<file path="src/design/tcw_pkg.sv">
// shared constants and control types of the text console writer
package tcw_pkg;

  localparam int COLUMNS    = 80;
  localparam int ROWS       = 25;
  localparam int CELL_COUNT = ROWS * COLUMNS;
  localparam int MOVE_COUNT = (ROWS - 1) * COLUMNS;
  localparam int AW         = $clog2(CELL_COUNT);

  localparam int ROW_W  = 5;
  localparam int COL_W  = 7;
  localparam int POS_W  = ROW_W + COL_W;
  localparam int LIN_W  = 11;
  localparam int BYTE_W = 8;
  localparam int CELL_W = 2 * BYTE_W;

  localparam logic [BYTE_W-1:0] BlankCode   = 8'h20;
  localparam logic [BYTE_W-1:0] NewlineCode = 8'h0A;
  localparam logic [BYTE_W-1:0] ResetAttr   = 8'h0F;

  localparam logic [1:0] ActWrite  = 2'd0;
  localparam logic [1:0] ActSetCur = 2'd1;
  localparam logic [1:0] ActClear  = 2'd2;
  localparam logic [1:0] ActRead   = 2'd3;

  // controller to datapath
  typedef struct packed {
    logic latch_item;
    logic wr_char;
    logic advance;
    logic newline;
    logic set_cur;
    logic home;
    logic scroll_cur;
    logic rd_cell;
    logic rd_capture;
    logic idx_clr;
    logic fill;
    logic init_fill;
    logic copy;
    logic out_load;
  } cmd_t;

  // datapath to controller
  typedef struct packed {
    logic [1:0] action;
    logic       code_zero;
    logic       code_nl;
    logic       tgt_ok;
    logic       wrap;
    logic       row_last;
    logic       fill_end;
    logic       move_end;
    logic       out_free;
  } sts_t;

endpackage

</file>
<file path="src/design/tcw_ctrl.sv">
// sequencing state machine of the text console writer
module tcw_ctrl import tcw_pkg::*; (
  input  logic clk_i,
  input  logic rst_ni,
  input  logic in_valid_i,
  output logic in_stall_o,
  input  sts_t sts_i,
  output cmd_t cmd_o
);

  localparam logic [2:0] StInit   = 3'd0;
  localparam logic [2:0] StIdle   = 3'd1;
  localparam logic [2:0] StExec   = 3'd2;
  localparam logic [2:0] StRdWait = 3'd3;
  localparam logic [2:0] StScroll = 3'd4;
  localparam logic [2:0] StFill   = 3'd5;
  localparam logic [2:0] StResp   = 3'd6;

  logic [2:0] state_q, state_d;

  assign in_stall_o = (state_q != StIdle);

  always_comb begin
    state_d = state_q;
    cmd_o   = '0;
    case (state_q)
      StInit: begin
        cmd_o.fill      = 1'b1;
        cmd_o.init_fill = 1'b1;
        if (sts_i.fill_end) state_d = StIdle;
      end
      StIdle: begin
        if (in_valid_i) begin
          cmd_o.latch_item = 1'b1;
          state_d          = StExec;
        end
      end
      StExec: begin
        state_d = StResp;
        case (sts_i.action)
          ActWrite: begin
            if (!sts_i.code_zero) begin
              if (sts_i.code_nl) begin
                cmd_o.newline = 1'b1;
                if (sts_i.row_last) begin
                  cmd_o.scroll_cur = 1'b1;
                  cmd_o.idx_clr    = 1'b1;
                  state_d          = StScroll;
                end
              end else begin
                cmd_o.wr_char = 1'b1;
                cmd_o.advance = 1'b1;
                if (sts_i.wrap && sts_i.row_last) begin
                  cmd_o.scroll_cur = 1'b1;
                  cmd_o.idx_clr    = 1'b1;
                  state_d          = StScroll;
                end
              end
            end
          end
          ActSetCur: begin
            cmd_o.set_cur = sts_i.tgt_ok;
          end
          ActClear: begin
            cmd_o.home    = 1'b1;
            cmd_o.idx_clr = 1'b1;
            state_d       = StFill;
          end
          ActRead: begin
            cmd_o.rd_cell = sts_i.tgt_ok;
            state_d       = StRdWait;
          end
          default: state_d = StResp;
        endcase
      end
      StRdWait: begin
        cmd_o.rd_capture = sts_i.tgt_ok;
        state_d          = StResp;
      end
      StScroll: begin
        if (sts_i.move_end) begin
          state_d = StFill;
        end else begin
          cmd_o.copy = 1'b1;
        end
      end
      StFill: begin
        cmd_o.fill = 1'b1;
        if (sts_i.fill_end) state_d = StResp;
      end
      StResp: begin
        if (sts_i.out_free) begin
          cmd_o.out_load = 1'b1;
          state_d        = StIdle;
        end
      end
      default: state_d = StIdle;
    endcase
  end

  always_ff @(posedge clk_i or negedge rst_ni) begin
    if (!rst_ni) begin
      state_q <= StInit;
    end else begin
      state_q <= state_d;
    end
  end

endmodule

</file>
<file path="config.mk">
export PLATFORM = sky130hd
export DESIGN_NAME = tcw_ctrl
export DESIGN_NICKNAME = d
export VERILOG_FILES = /design/src/design/tcw_pkg.sv /design/src/design/tcw_ctrl.sv
export SDC_FILE = /design/constraint.sdc
export NUM_CORES = 1
export LEC_CHECK = 0
export BUFFER_PORTS_ARGS = -buffer_cell sky130_fd_sc_hd__buf_2
export CAP_MARGIN = 40
export CORE_AREA = 2 2 39 41
export CTS_CLUSTER_SIZE = 16
export DETAILED_ROUTE_END_ITERATION = 16
export DIE_AREA = 0 0 41 43
export GPL_TIMING_DRIVEN = 0
export PLACE_DENSITY_LB_ADDON = 0.25
export SYNTH_ARGS = -nofsm -noshare
export SYNTH_HDL_FRONTEND = slang
export SYNTH_SLANG_ARGS = --single-unit
</file>
<file path="constraint.sdc">
create_clock -name clk_i -period 4.2 [get_ports clk_i]
set_clock_uncertainty 0.1 [all_clocks]
set_input_delay 0.84 -clock clk_i [delete_from_list [all_inputs] [get_ports clk_i]]
set_output_delay 0.84 -clock clk_i [all_outputs]
set_load 0.05 [all_outputs]
</file>
==> summary.txt <==
period utilisation layout: 78.1%
std cell rows: 14
Fin. Hold Viols: 0
crit path kind: in -> out
global-route wire length before repair: 1530 um
top post-synthesis cells by area: dfrtp_1, nor2_1, nor2b_1
routed vias/inst: 4.67
setup slack after layout: 0.920 ns
most frequent cells after synthesis: nor2_1, inv_1, nand2_1
number of synthesized register bits: 3
share of flip-flops with an asynchronous set or reset: 100%
Power Density: 693 mW/mm^2
post-synthesis simple-gate area fraction: 47.9%
RSZ-0062 raised after global routing: no
largest net degree at the start of global routing: 11
worst skew pair latency: 0.23 ns
Final Instance Count excl. Fillers: 98
DP HPWL: 748 um
Synth Area in Compound Gates: 18.3%
vias: 458
Clock Tree Buf Depth: 2
CP max FO: 4
outcome: finished clean
worst hold path class: in -> async
most common cell in the netlist: nor2_1
number of global-route vias before repair: 376
root buf cell: clkbuf_4
Clock Sinks: 3
CTS tree: built
H-tree levels: 1
part of the Yosys area used for sequential elements: 21.1%
P&R area growth vs syn: 51.1%
post-synth cell types: 25
Reg area: 75.1 um^2
Final Slew Violations: 0
die span in x: 41 um
synthesis warning total: 0
CTS resizes: 0
proportion of netlist area held by the largest area contributor: 21.1%
Synth Instances: 51
share of cells above drive strength 1: 43.9%
chip height: 43 um
ANT nets after route: 0
Req. time, crit path: 3.26 ns
P_leak: 0.000282 uW
diode count: 0
drt pass-1 iters: 4
Rel. slew slack: 72.4%
max-cap viol count: 0
Total GRT Usage: 13.0%
element type at the critical path end: output pin
Post-Synth XOR/XNOR Area: 0%
syn avg cell area: 6.97 um^2
CP max stage delay: 0.54 ns
Top Registers: state_q: 3 flops
IO Count: 28
Arr. time, crit path: 2.34 ns
Yosys top cell by area: dfrtp_1
setup bufs post-CTS: 0
fin nets: 96
Setup TNS: 0 ns
# fillers: 154
Core Region: 0.00138 mm^2
largest family of logic cells by synthesized area: simple AND/OR/NAND/NOR gates
Starting DRT DRC Count: 16
CP dominant cell by count: buf_2
VDD IR max: 0.360 mV
Most flops, register: state_q
area of the multi-input gates: 246 um^2
clock transition at the registers of the reported paths: 0.04 ns
I/O Buffers: 27
Tmin final: 3.28 ns
GPL Wtd Cong: 0.766
Slew @ Worst Pin: 0.414 ns
drt drc: 0
CP startpoint kind: input pin
Post-synth EDFFs: 0
worst-path cell chain: buf_2, or4b_4, or3_4, nor2_1, buf_4, buf_2
initial antenna violation count: 0
mux contribution to synthesized area: 3.17%
Initial Util: 25.7%
max reg flops: 3
hold_buf cts: 0
GR Overflow Total: 0
WL per Instance: 10.4 um
TritonCTS Buffers: 3
Routed WL: 1020 um
Most used DFF post-synth: dfrtp_1
post-synthesis adder-cell area fraction: 0%
die area: 0.00176 mm^2
fmax: 305 MHz
Syn Std Cell Area: 355 um^2
Final setup viols: 0
slowest CP cell: or4b_4
Inst Count DP: 94
Post-Place Setup Slack: 0.905 ns
Mapped Nets: 64
-- placed cells by master, fill, tap and decap left out --
cell type and n:
o21ai_0 3, buf_4 1, nand2b_1 1, or4b_4 1
inv_1 4, nor2b_1 3, nand3_1 3, and3_1 2
clkbuf_1 4, nor2_2 1, buf_2 27, o21a_1 1
nand2_1 4, nor4b_1 1, or3_4 1, clkbuf_4 3
nor3_1 3, o211ai_1 1, nand4_1 1, mux2_2 1
dfrtp_1 3, nor3b_1 1, a311oi_1 1, o221a_2 1
nand3b_1 2, a21oi_1 3, nor2_1 5
-- kinds of logic (layout without fill, tap and decap cells) --
logic type,count (synthesis),after routing
AOI/OAI and AO/OA,10,10
buffers and inverters,8,39
and+or+nand+nor,29,29
DFF,3,3
muxes,1,1
-- power by group --
group | switching, uW | internal [uW]
clock network | 14.5 | 35.6
logic | 179 | 79.4
registers | 19.8 | 43.6
-- path summary, 6_finish.rpt --
check / slack [ns] / endpoint / cells after the start / start
setup / recovery: 0.92 / cmd_o[12] / 6 / sts_i[8]
hold / removal: 0.30 / state_q[2] / 1 / rst_ni
setup reg to reg: 2.75 / state_q[0] / 4 / state_q[2]
hold reg to reg: 0.61 / state_q[2] / 2 / state_q[0]
max in group asynchronous: 3.59 / state_q[0] / 1 / rst_ni
min in group clk_i: 0.61 / state_q[2] / 2 / state_q[0]
-- area by class of cell --
type / instances / area share [%]
Buffer: 4 / 3.50
Multi-Input combinational cell: 40 / 45.9
Timing Repair Buffer: 27 / 25.2
Inverter: 4 / 2.80
Tap cell: 16 / 3.73
Sequential cell: 3 / 14.0
Clock buffer: 4 / 4.90
-- stage by stage --
step | hold WS [ns] | utilization (%) | area (um^2) | power [uW]
2_1_floorplan | 0.444 | - | 355 | 261
3_3_place_gp | 0.535 | 36.9 | 510 | 318
3_5_place_dp | 0.536 | 36.9 | 510 | 319
4_1_cts | 0.291 | 38.8 | 537 | 371
5_1_grt | 0.296 | 38.8 | 537 | 395
6_report | 0.295 | 38.8 | 537 | 372
-- metal layers --
layer	vias up	global-route usage (%)	part of all wire, %
met5	-	0	0
met4	0	8.00	0
met3	0	3.66	11
met2	27	17.8	41
met1	190	17.3	49
li1	241	-	-
-- worst max-delay path, delay by kind of cell --
kind                   cells  cell delay [ns]
AND/OR/NAND/NOR            3             1.01
buffers and inverters      3             0.48
Note: power is estimated with default switching activity, not from simulation.
